### config.mk
export PLATFORM = sky130hd
export DESIGN_NAME = joystick_motor_power_conditioner_unit
export DESIGN_NICKNAME = d
export VERILOG_FILES = /design/src/rtl/jmpc_pkg.sv /design/src/rtl/jmpc_div.sv /design/src/rtl/joystick_motor_power_conditioner_unit.sv
export SDC_FILE = /design/constraint.sdc
export NUM_CORES = 1
export LEC_CHECK = 0
export BUFFER_PORTS_ARGS = -buffer_cell sky130_fd_sc_hd__buf_2
export CORE_MARGIN = 2
export CORE_UTILIZATION = 30
export DETAILED_ROUTE_END_ITERATION = 6
export PLACE_DENSITY = 0.51
export SLEW_MARGIN = 5
export SYNTH_ARGS = -nofsm -noshare
export SYNTH_HDL_FRONTEND = slang
export SYNTH_SLANG_ARGS = --single-unit
### constraint.sdc
create_clock -name clock -period 14.4 [get_ports clock]
set_clock_uncertainty 0.05 [all_clocks]
set_input_delay 1.44 -clock clock [delete_from_list [all_inputs] [get_ports clock]]
set_output_delay 1.44 -clock clock [all_outputs]
set_load 0.01 [all_outputs]
### src/rtl/jmpc_pkg.sv
// shared constants, register indexes and helpers for the joystick power conditioner
// no dependencies
`default_nettype none

package jmpc_pkg;

   localparam int CURVE_DEGREE_DEF = 1;
   localparam int DVD_W = 32;

   // input transfer layout, lowest bit first
   localparam int STICK_W  = 8;
   localparam int POS_W    = 20;
   localparam int TIME_W   = 32;
   localparam int STICK_LO = 0;
   localparam int POS_LO   = STICK_LO + STICK_W;
   localparam int TIME_LO  = POS_LO + POS_W;
   localparam int APPLY_B  = TIME_LO + TIME_W;
   localparam int OVR_B    = APPLY_B + 1;
   localparam int REQ_W    = 64;
   localparam int PWR_W    = 8;
   localparam int RSP_W    = 2 * PWR_W;

   // configuration port
   localparam int CSR_AW = 3;
   localparam int CSR_DW = 20;
   localparam logic [CSR_AW-1:0] REG_DEADBAND     = 3'd0;
   localparam logic [CSR_AW-1:0] REG_RAMP_PERIOD  = 3'd1;
   localparam logic [CSR_AW-1:0] REG_MAX_POWER    = 3'd2;
   localparam logic [CSR_AW-1:0] REG_LOWER_LIMIT  = 3'd3;
   localparam logic [CSR_AW-1:0] REG_UPPER_LIMIT  = 3'd4;
   localparam logic [CSR_AW-1:0] REG_PUSH_MAX     = 3'd5;
   localparam logic [CSR_AW-1:0] REG_DEFAULT_PWR  = 3'd6;
   localparam logic [CSR_AW-1:0] REG_LIMIT_ENABLE = 3'd7;

   localparam logic [6:0] DEADBAND_RST  = 7'd10;
   localparam logic [6:0] MAX_POWER_RST = 7'd127;
   localparam logic [6:0] PUSH_MAX_RST  = 7'd20;
   localparam logic [6:0] MAG_MAX       = 7'd127;

   function automatic int den_pow(input int deg);
      int p;
      p = 1;
      for (int i = 0; i < deg; i++) begin
         p = p * 127;
      end
      return p;
   endfunction

   // magnitude of an 8 bit signed value; -128 gives 128
   function automatic logic [7:0] abs8(input logic [7:0] v);
      return v[7] ? 8'(-v) : v;
   endfunction

endpackage

`default_nettype wire

### src/rtl/jmpc_div.sv
// radix-2 restoring divider, two quotient bits per cycle
// depends on jmpc_pkg
`default_nettype none

module jmpc_div #(
   parameter int DVD_W = jmpc_pkg::DVD_W,
   parameter int DSR_W = 7
) (
   input  logic             clock,
   input  logic             reset,
   input  logic             start,
   input  logic [DVD_W-1:0] dividend,
   input  logic [DSR_W-1:0] divisor,
   output logic             done,
   output logic [DVD_W-1:0] quotient,
   output logic [DSR_W-1:0] remainder
);
   import jmpc_pkg::*;

   localparam int STEPS = DVD_W / 2;
   localparam int CNT_W = (STEPS > 1) ? $clog2(STEPS) : 1;

   logic             busy_ff, busy_in;
   logic             done_ff, done_in;
   logic [CNT_W-1:0] cnt_ff, cnt_in;
   logic [DSR_W-1:0] rem_ff, rem_in;
   logic [DVD_W-1:0] quo_ff, quo_in;
   logic [DSR_W-1:0] dsr_ff, dsr_in;

   logic [DSR_W:0]   t1, t2;
   logic             ge1, ge2;
   logic [DSR_W-1:0] r1, r2;

   always_comb begin
      t1  = {rem_ff, quo_ff[DVD_W-1]};
      ge1 = t1 >= {1'b0, dsr_ff};
      r1  = ge1 ? DSR_W'(t1 - {1'b0, dsr_ff}) : t1[DSR_W-1:0];
      t2  = {r1, quo_ff[DVD_W-2]};
      ge2 = t2 >= {1'b0, dsr_ff};
      r2  = ge2 ? DSR_W'(t2 - {1'b0, dsr_ff}) : t2[DSR_W-1:0];
   end

   always_comb begin
      busy_in = busy_ff;
      done_in = 1'b0;
      cnt_in  = cnt_ff;
      rem_in  = rem_ff;
      quo_in  = quo_ff;
      dsr_in  = dsr_ff;
      if (start) begin
         busy_in = 1'b1;
         cnt_in  = '0;
         rem_in  = '0;
         quo_in  = dividend;
         dsr_in  = divisor;
      end else if (busy_ff) begin
         rem_in = r2;
         quo_in = {quo_ff[DVD_W-3:0], ge1, ge2};
         cnt_in = CNT_W'(cnt_ff + 1'b1);
         if (cnt_ff == CNT_W'(STEPS - 1)) begin
            busy_in = 1'b0;
            done_in = 1'b1;
         end
      end
   end

   always_ff @(posedge clock) begin
      if (reset) begin
         busy_ff <= 1'b0;
         done_ff <= 1'b0;
         cnt_ff  <= '0;
      end else begin
         busy_ff <= busy_in;
         done_ff <= done_in;
         cnt_ff  <= cnt_in;
      end
   end

   always_ff @(posedge clock) begin
      rem_ff <= rem_in;
      quo_ff <= quo_in;
      dsr_ff <= dsr_in;
   end

   assign done      = done_ff;
   assign quotient  = quo_ff;
   assign remainder = rem_ff;

endmodule

`default_nettype wire

### src/rtl/joystick_motor_power_conditioner_unit.sv
// joystick motor power conditioner: curve shaping, deadband, ramp and position limits
// depends on jmpc_pkg and jmpc_div
//
//   channel | direction | handshake            | payload
//   req     | in        | req_tvalid/tready    | tdata: stick, position, now_ms, apply, ovr
//   rsp     | out       | rsp_tvalid/tready    | tdata: requested_power, applied_power
//   csr     | in        | csr_we               | csr_addr, csr_wdata
//
// the result follows the input transfer through one multiply per degree, one reciprocal
// scaling step, then ramp, limit and output; a ramp divide adds a divider run and its
// read-out. req_tready is high only while idle and comes back with the result, so the
// block works on one transfer at a time.
// a waiting result keeps the next item's result in the hold step until the output register is free.
// reset clears sequencer, stored power, time base and registers at once; no sweep.
`default_nettype none

module joystick_motor_power_conditioner_unit #(
   parameter int CURVE_DEGREE = jmpc_pkg::CURVE_DEGREE_DEF
) (
   input  logic                        clock,
   input  logic                        reset,
   input  logic                        req_tvalid,
   output logic                        req_tready,
   // stick[7:0], position[27:8], now_ms[59:28], apply[60], override_limits[61], zero
   input  logic [jmpc_pkg::REQ_W-1:0]  req_tdata,
   output logic                        rsp_tvalid,
   input  logic                        rsp_tready,
   // requested_power[7:0], applied_power[15:8]
   output logic [jmpc_pkg::RSP_W-1:0]  rsp_tdata,
   input  logic                        csr_we,
   input  logic [jmpc_pkg::CSR_AW-1:0] csr_addr,
   input  logic [jmpc_pkg::CSR_DW-1:0] csr_wdata
);
   import jmpc_pkg::*;

   localparam int DEG   = (CURVE_DEGREE < 1) ? 1 : ((CURVE_DEGREE > 3) ? 3 : CURVE_DEGREE);
   localparam int NUM_W = 7 + 7 * DEG;
   localparam int DSR_W = 7;
   // floor(x / 127^DEG) as (x * RECIP) >> RSH, exact for every x below 2^NUM_W
   localparam int DEN_I   = den_pow(DEG);
   localparam int DEN_LOG = $clog2(DEN_I);
   localparam int RSH     = NUM_W + DEN_LOG;
   localparam int MUL_W   = 2 * NUM_W + 1;
   localparam longint unsigned RECIP_L =
      ((64'd1 << RSH) + 64'(DEN_I) - 64'd1) / 64'(DEN_I);
   localparam logic [NUM_W:0] RECIP = (NUM_W + 1)'(RECIP_L);

   localparam logic [2:0] S_IDLE  = 3'd0;
   localparam logic [2:0] S_MUL   = 3'd1;
   localparam logic [2:0] S_SDIV  = 3'd2;
   localparam logic [2:0] S_RAMP  = 3'd3;
   localparam logic [2:0] S_RDIV  = 3'd4;
   localparam logic [2:0] S_LIMIT = 3'd5;
   localparam logic [2:0] S_HOLD  = 3'd6;

   // configuration
   logic [6:0]              deadband_ff, period_ff, max_power_ff, push_ff;
   logic signed [POS_W-1:0] lower_ff, upper_ff;
   logic signed [7:0]       def_pwr_ff;
   logic [1:0]              lim_en_ff;

   // sequencer and item
   logic [2:0]              state_ff, state_in;
   logic [1:0]              mcnt_ff, mcnt_in;
   logic [NUM_W-1:0]        acc_ff, acc_in;
   logic signed [7:0]       stick_ff, stick_in;
   logic signed [POS_W-1:0] pos_ff, pos_in;
   logic [TIME_W-1:0]       now_ff, now_in;
   logic                    apply_ff, apply_in;
   logic                    ovr_ff, ovr_in;
   logic signed [7:0]       power_ff, power_in;
   logic signed [7:0]       applied_ff, applied_in;

   // stored state
   logic signed [7:0]       last_pwr_ff, last_pwr_in;
   logic [TIME_W-1:0]       last_upd_ff, last_upd_in;

   // output register
   logic                    rsp_valid_ff, rsp_valid_in;
   logic [RSP_W-1:0]        rsp_data_ff, rsp_data_in;

   // ramp divider
   logic                    div_start, div_done;
   logic [DVD_W-1:0]        div_dvd, div_quo;
   logic [DSR_W-1:0]        div_dsr, div_rem;

   logic [7:0]              ax;
   logic [NUM_W:0]          mul_b;
   logic [MUL_W-1:0]        prod;
   logic [7:0]              quo8;
   logic [6:0]              mag_sat, mag_db;
   logic [TIME_W-1:0]       elapsed;
   logic signed [8:0]       dif, pw9, ap9, push9, npush9;
   logic [8:0]              adif;
   logic                    lower_hit, upper_hit;
   logic signed [7:0]       neg_def, applied1;

   jmpc_div #(
      .DVD_W(DVD_W),
      .DSR_W(DSR_W)
   ) u_div (
      .clock    (clock),
      .reset    (reset),
      .start    (div_start),
      .dividend (div_dvd),
      .divisor  (div_dsr),
      .done     (div_done),
      .quotient (div_quo),
      .remainder(div_rem)
   );

   always_comb begin
      ax      = abs8(stick_ff);
      // one multiplier: stick magnitude while shaping, reciprocal while scaling
      mul_b   = (state_ff == S_SDIV) ? RECIP : (NUM_W + 1)'(ax);
      prod    = MUL_W'(acc_ff) * MUL_W'(mul_b);
      quo8    = prod[RSH +: 8];
      mag_sat = quo8[7] ? MAG_MAX : quo8[6:0];
      mag_db  = (mag_sat < deadband_ff) ? 7'd0 : mag_sat;
      elapsed = now_ff - last_upd_ff;
      dif     = {last_pwr_ff[7], last_pwr_ff} - {power_ff[7], power_ff};
      adif    = dif[8] ? 9'(-dif) : 9'(dif);
      // limit check: lower first, upper sees what lower left
      pw9       = {power_ff[7], power_ff};
      push9     = {2'b00, push_ff};
      npush9    = -push9;
      neg_def   = (def_pwr_ff == -8'sd128) ? 8'sd127 : -def_pwr_ff;
      lower_hit = lim_en_ff[0] && (pos_ff <= lower_ff) && (pw9 < npush9);
      applied1  = (!ovr_ff && lower_hit) ? neg_def : power_ff;
      ap9       = {applied1[7], applied1};
      upper_hit = lim_en_ff[1] && (pos_ff >= upper_ff) && (ap9 > push9);
   end

   always_comb begin
      state_in     = state_ff;
      mcnt_in      = mcnt_ff;
      acc_in       = acc_ff;
      stick_in     = stick_ff;
      pos_in       = pos_ff;
      now_in       = now_ff;
      apply_in     = apply_ff;
      ovr_in       = ovr_ff;
      power_in     = power_ff;
      applied_in   = applied_ff;
      last_pwr_in  = last_pwr_ff;
      last_upd_in  = last_upd_ff;
      rsp_data_in  = rsp_data_ff;
      rsp_valid_in = rsp_valid_ff && !rsp_tready;
      div_start    = 1'b0;
      div_dvd      = elapsed;
      div_dsr      = DSR_W'(period_ff);
      case (state_ff)
         S_IDLE: begin
            if (req_tvalid) begin
               stick_in = req_tdata[STICK_LO +: STICK_W];
               pos_in   = req_tdata[POS_LO +: POS_W];
               now_in   = req_tdata[TIME_LO +: TIME_W];
               apply_in = req_tdata[APPLY_B];
               ovr_in   = req_tdata[OVR_B];
               acc_in   = NUM_W'(max_power_ff);
               mcnt_in  = '0;
               state_in = S_MUL;
            end
         end
         S_MUL: begin
            acc_in  = prod[NUM_W-1:0];
            mcnt_in = 2'(mcnt_ff + 1'b1);
            if (mcnt_ff == 2'(DEG - 1)) begin
               state_in = S_SDIV;
            end
         end
         S_SDIV: begin
            power_in = stick_ff[7] ? -$signed({1'b0, mag_db}) : $signed({1'b0, mag_db});
            state_in = S_RAMP;
         end
         S_RAMP: begin
            state_in = S_LIMIT;
            if (period_ff != 7'd0) begin
               if (elapsed < TIME_W'(period_ff)) begin
                  power_in = last_pwr_ff;
               end else begin
                  last_upd_in = now_ff;
                  if (abs8(power_ff) > abs8(last_pwr_ff)) begin
                     div_start = 1'b1;
                     state_in  = S_RDIV;
                  end
               end
            end
         end
         S_RDIV: begin
            if (div_done) begin
               // move k units toward the target, keeping the leftover of the period
               if (DVD_W'(adif) > div_quo) begin
                  last_upd_in = now_ff - TIME_W'(div_rem);
                  power_in = (power_ff > last_pwr_ff) ? last_pwr_ff + $signed(div_quo[7:0])
                                                      : last_pwr_ff - $signed(div_quo[7:0]);
               end
               state_in = S_LIMIT;
            end
         end
         S_LIMIT: begin
            applied_in = (!ovr_ff && upper_hit) ? def_pwr_ff : applied1;
            if (apply_ff) begin
               last_pwr_in = applied_in;
            end
            state_in = S_HOLD;
         end
         S_HOLD: begin
            if (!rsp_valid_ff || rsp_tready) begin
               rsp_data_in  = {applied_ff, power_ff};
               rsp_valid_in = 1'b1;
               state_in     = S_IDLE;
            end
         end
         default: begin
            state_in = S_IDLE;
         end
      endcase
   end

   always_ff @(posedge clock) begin
      if (reset) begin
         state_ff     <= S_IDLE;
         rsp_valid_ff <= 1'b0;
         last_pwr_ff  <= '0;
         last_upd_ff  <= '0;
         deadband_ff  <= DEADBAND_RST;
         period_ff    <= '0;
         max_power_ff <= MAX_POWER_RST;
         lower_ff     <= '0;
         upper_ff     <= '0;
         push_ff      <= PUSH_MAX_RST;
         def_pwr_ff   <= '0;
         lim_en_ff    <= '0;
      end else begin
         state_ff     <= state_in;
         rsp_valid_ff <= rsp_valid_in;
         last_pwr_ff  <= last_pwr_in;
         last_upd_ff  <= last_upd_in;
         if (csr_we) begin
            case (csr_addr)
               REG_DEADBAND:     deadband_ff  <= csr_wdata[6:0];
               REG_RAMP_PERIOD:  period_ff    <= csr_wdata[6:0];
               REG_MAX_POWER:    max_power_ff <= csr_wdata[6:0];
               REG_LOWER_LIMIT:  lower_ff     <= csr_wdata[POS_W-1:0];
               REG_UPPER_LIMIT:  upper_ff     <= csr_wdata[POS_W-1:0];
               REG_PUSH_MAX:     push_ff      <= csr_wdata[6:0];
               REG_DEFAULT_PWR:  def_pwr_ff   <= csr_wdata[7:0];
               REG_LIMIT_ENABLE: lim_en_ff    <= csr_wdata[1:0];
               default: begin
               end
            endcase
         end
      end
   end

   always_ff @(posedge clock) begin
      mcnt_ff     <= mcnt_in;
      acc_ff      <= acc_in;
      stick_ff    <= stick_in;
      pos_ff      <= pos_in;
      now_ff      <= now_in;
      apply_ff    <= apply_in;
      ovr_ff      <= ovr_in;
      power_ff    <= power_in;
      applied_ff  <= applied_in;
      rsp_data_ff <= rsp_data_in;
   end

   assign req_tready = (state_ff == S_IDLE);
   assign rsp_tvalid = rsp_valid_ff;
   assign rsp_tdata  = rsp_data_ff;

endmodule

`default_nettype wire

==> impl_metrics.json <==
{
  "switching_power_mw": 2.58,
  "avgSynthCellArea_um2": 9.08,
  "worstSetupPathType": "flop to flop",
  "synth_edf_count": 149,
  "synth_cell_types": 80,
  "dieArea_mm2": 0.0778,
  "startpoint": "stick_ff[2]",
  "ff2ff_setup_slack_ns": 3.96,
  "r2r_start": "stick_ff[2]",
  "crit_path_end_kind": "flop",
  "start_util_pct": 30.4,
  "synth_fp_nets": 2930,
  "antenna_found_initial": 0,
  "synthCells": 2498,
  "fin_nets": 2997,
  "grt_max_degree": 72,
  "cpPeakStageDelay_ns": 0.95,
  "grt_pass1_wl_mm": 97.6,
  "hold_depth": 0,
  "setup_ws_ns": 3.96,
  "timing.final.crit_period_ns": 10.44,
  "syn-cell-area_mm2": 0.0227,
  "hold_path_end": "rsp_tdata[11]",
  "insertion_delay_ns": 0.60,
  "ioPinCount": 110,
  "fp-row-count": 100,
  "worst_pin_slew_ns": 1.23,
  "power_leakage_nw": 10.3,
  "clkSinkCount": 284,
  "cts_inserted_buffers": 30,
  "layout-drive-gt1-share_pct": 10.2,
  "rr_endpoint": "power_ff[6]",
  "worstRegToRegCells": 33,
  "crit_path_top_delay_cell": "nor4b_1",
  "clkPwrFrac_pct": 15.3,
  "worstPathMaxFanout": 7,
  "ctsHoldBuffers": 0,
  "crit_path_start_kind": "flop",
  "synth-seq-cells": 284,
  "timing.fmax_mhz": 95.7,
  "internal_power_mw": 2.95,
  "dp_cells": 3502,
  "combPwrFrac_pct": 65.6,
  "synth_warnings": 0,
  "max-clock-path-buffers": 3,
  "p_per_area_mw_per_mm2": 219,
  "place_congestion": 0.878,
  "synthFlopType": "edfxtp_1",
  "cp_data_required_time_ns": 14.68,
  "dp_slack_ns": 3.85,
  "multi_input_comb_area_mm2": 0.0141,
  "antenna_left": 0,
  "detail_route.first_pass.iterations": 6,
  "postCtsResizedCells": 0,
  "hp-start": "applied_ff[3]",
  "dieWidth_um": 279,
  "crit_arrival_ns": 10.72,
  "finalCritPeriodShare_pct": 72.5,
  "grt_overflow": 0,
  "track_usage_pct": 15.4,
  "numPortBuffers": 107,
  "vias": 18000,
  "yosysSeqAreaShare_pct": 31.6,
  "worst_path_most_repeated_cell": "fa_1",
  "cts_tree": "built",
  "hold_violations": 0,
  "drc_errors": 0,
  "peakVddDrop_uv": 397,
  "final_max_slew_viol_count": 0,
  "regArea_mm2": 0.00718,
  "dp.final_hpwl_mm": 46.2,
  "grt_setup_unrepaired": "false",
  "syn_to_final_growth_pct": 11.5,
  "routed_wl_mm": 61.0,
  "core-area_mm2": 0.0747,
  "setup_viol": 0,
  "whs_ns": 0.369,
  "final_cells": 3558,
  "relSlewSlack_pct": 17.1,
  "status": "finished clean",
  "pwr-share-seq_pct": 19.2,
  "switching_share_pct": 46.7,
  "first_global_vias": 18000,
  "cts-htree-levels": 1,
  "chipHeight_um": 279,
  "hold_class": "flop to flop",
  "diodes": 0,
  "synthArstFlopShare_pct": 0,
  "dr.first_iter.drc_count": 907,
  "maxCapViolCount": 0,
  "n_fill_cell": 7590,
  "vias_per_cell": 5.06,
  "cts_setup_buffers": 0,
  "setup_tns_ns": 0,
  "wl_per_cell_um": 17.2,
  "cts-root-buf": "clkbuf_16",
  "clk_pin_slew_ns": 0.07
}
## kinds of logic (layout without fill, tap and decap cells)
group	count (synthesis)	after routing	share of synthesized area [%]
and+or+nand+nor	760	760	16.5
DFF	284	284	31.6
AOI/OAI and AO/OA	558	558	16.6
buffers and inverters	379	470	6.46
xor gates and xnor gates	107	107	4.13
muxes	70	70	3.25
adders and majority gates	340	340	21.4
## area by class of cell
cell class | instances | share of cell area (%)
Timing Repair Buffer | 128 | 2.75
Multi-Input combinational cell | 1835 | 55.6
Clock inverter | 23 | 1.08
Inverter | 286 | 4.25
Clock buffer | 33 | 3.09
Tap cell | 969 | 4.80
Sequential cell | 284 | 28.4
## flip-flops by register name, summed over array words and instances, names as in the netlist, 8 cells and up
name / count
def_pwr_ff: 8
pos_ff: 20
applied_ff: 8
last_pwr_ff: 8
now_ff: 32
stick_ff: 8
u_div.quotient: 32
lower_ff: 20
last_upd_ff: 32
power_ff: 8
acc_ff: 14
rsp_tdata: 16
upper_ff: 20
## stage by stage
stage | instance area, µm² | power [mW] | util [%]
after detailed placement | 24200 | 4.68 | 32.4
after CTS | 25300 | 5.58 | 33.8
after floorplan | 22700 | 3.83 | -
after global placement | 24200 | 4.62 | 32.4
final | 25300 | 5.53 | 33.8
after global routing | 25300 | 6.18 | 33.8
## synthesized netlist by cell type (5+ instances only)
library cell  number  share of area [%]
mux2_2            29                1.4
a2111oi_0          5               0.19
a211o_1           18               0.69
a22oi_1            7               0.23
mux2i_1           41                1.8
edfxtp_1         149                 20
a21oi_1          180                4.0
nor3_1            53                1.2
a21o_1            44                1.5
buf_1              5              0.083
nor4_1            16               0.44
nand2b_1          33               0.91
nand3b_1          11               0.36
nor3b_1            6               0.20
a31oi_1           17               0.47
o21ai_0           87                1.9
nand2_1          241                4.0
or3_1             17               0.47
o211ai_1          16               0.53
buf_2              5               0.11
and4_1             6               0.23
ha_1             259                 14
a21boi_0           5               0.17
nor2b_1           50                1.4
o21bai_1          10               0.33
xnor2_1           61                2.4
nand3_1           33               0.73
o31ai_1           21               0.69
xor2_1            46                1.8
nor2_1           151                2.5
inv_1            285                4.7
nor4b_1            7               0.27
buf_6              5               0.25
and3_1            21               0.58
dfxtp_1          135                 12
fa_1              81                7.1
a211oi_2          29                1.6
clkbuf_1          78                1.3
or2_2              6               0.17
nand4_1           31               0.85
a211oi_1          33                1.1
o21a_1            35                1.2
and2_1            67                1.8
## power by group through the flow
stage	Sequential [mW]	Combinational (mW)	Clock (mW)
6_report	1.06	3.62	0.843
5_1_grt	1.07	4.21	0.899
4_1_cts	1.06	3.66	0.869
3_5_place_dp	1.07	3.60	0
3_3_place_gp	1.07	3.55	0
2_1_floorplan	1.01	2.81	0
## worst max path at each step
stage / slack, ns / cells past startpoint / to
floorplan: 5.70 / 33 / power_ff[6]
global placement: 3.99 / 33 / power_ff[6]
detailed placement: 3.85 / 33 / power_ff[6]
CTS: 3.82 / 33 / power_ff[6]
global route: 3.14 / 33 / power_ff[6]
finish: 3.96 / 33 / power_ff[6]
## per-layer routing
layer  up-vias  part of all wire [%]  global-route usage, %  wire (µm)
met5         -                     0                      0          0
met4         0                   2.8                   4.84       1740
met3        88                   3.3                   1.30       2020
met2       307                    48                   27.0      29500
met1      8696                    46                   20.2      27800
li1       8902                     -                      -          -
## placed cells by master, fill, tap and decap left out, drive strengths merged, types with 61 or more instances in the layout
master  count
nand2     241
fa         81
o21ai      90
a21oi     181
and2       67
xnor2      61
a211oi     62
inv       286
buf       128
ha        259
edfxtp    149
dfxtp     135
nor2      151
## critical path: cells and delay by family, from the launching register on
family,cells,cell delay [ns]
compound gates,12,3.32
simple gates,9,2.43
buf+inv,3,0.38
flops,1,0.44
fa+ha+maj,9,3.55
No activity file was read; power rests on OpenSTA's default activity.
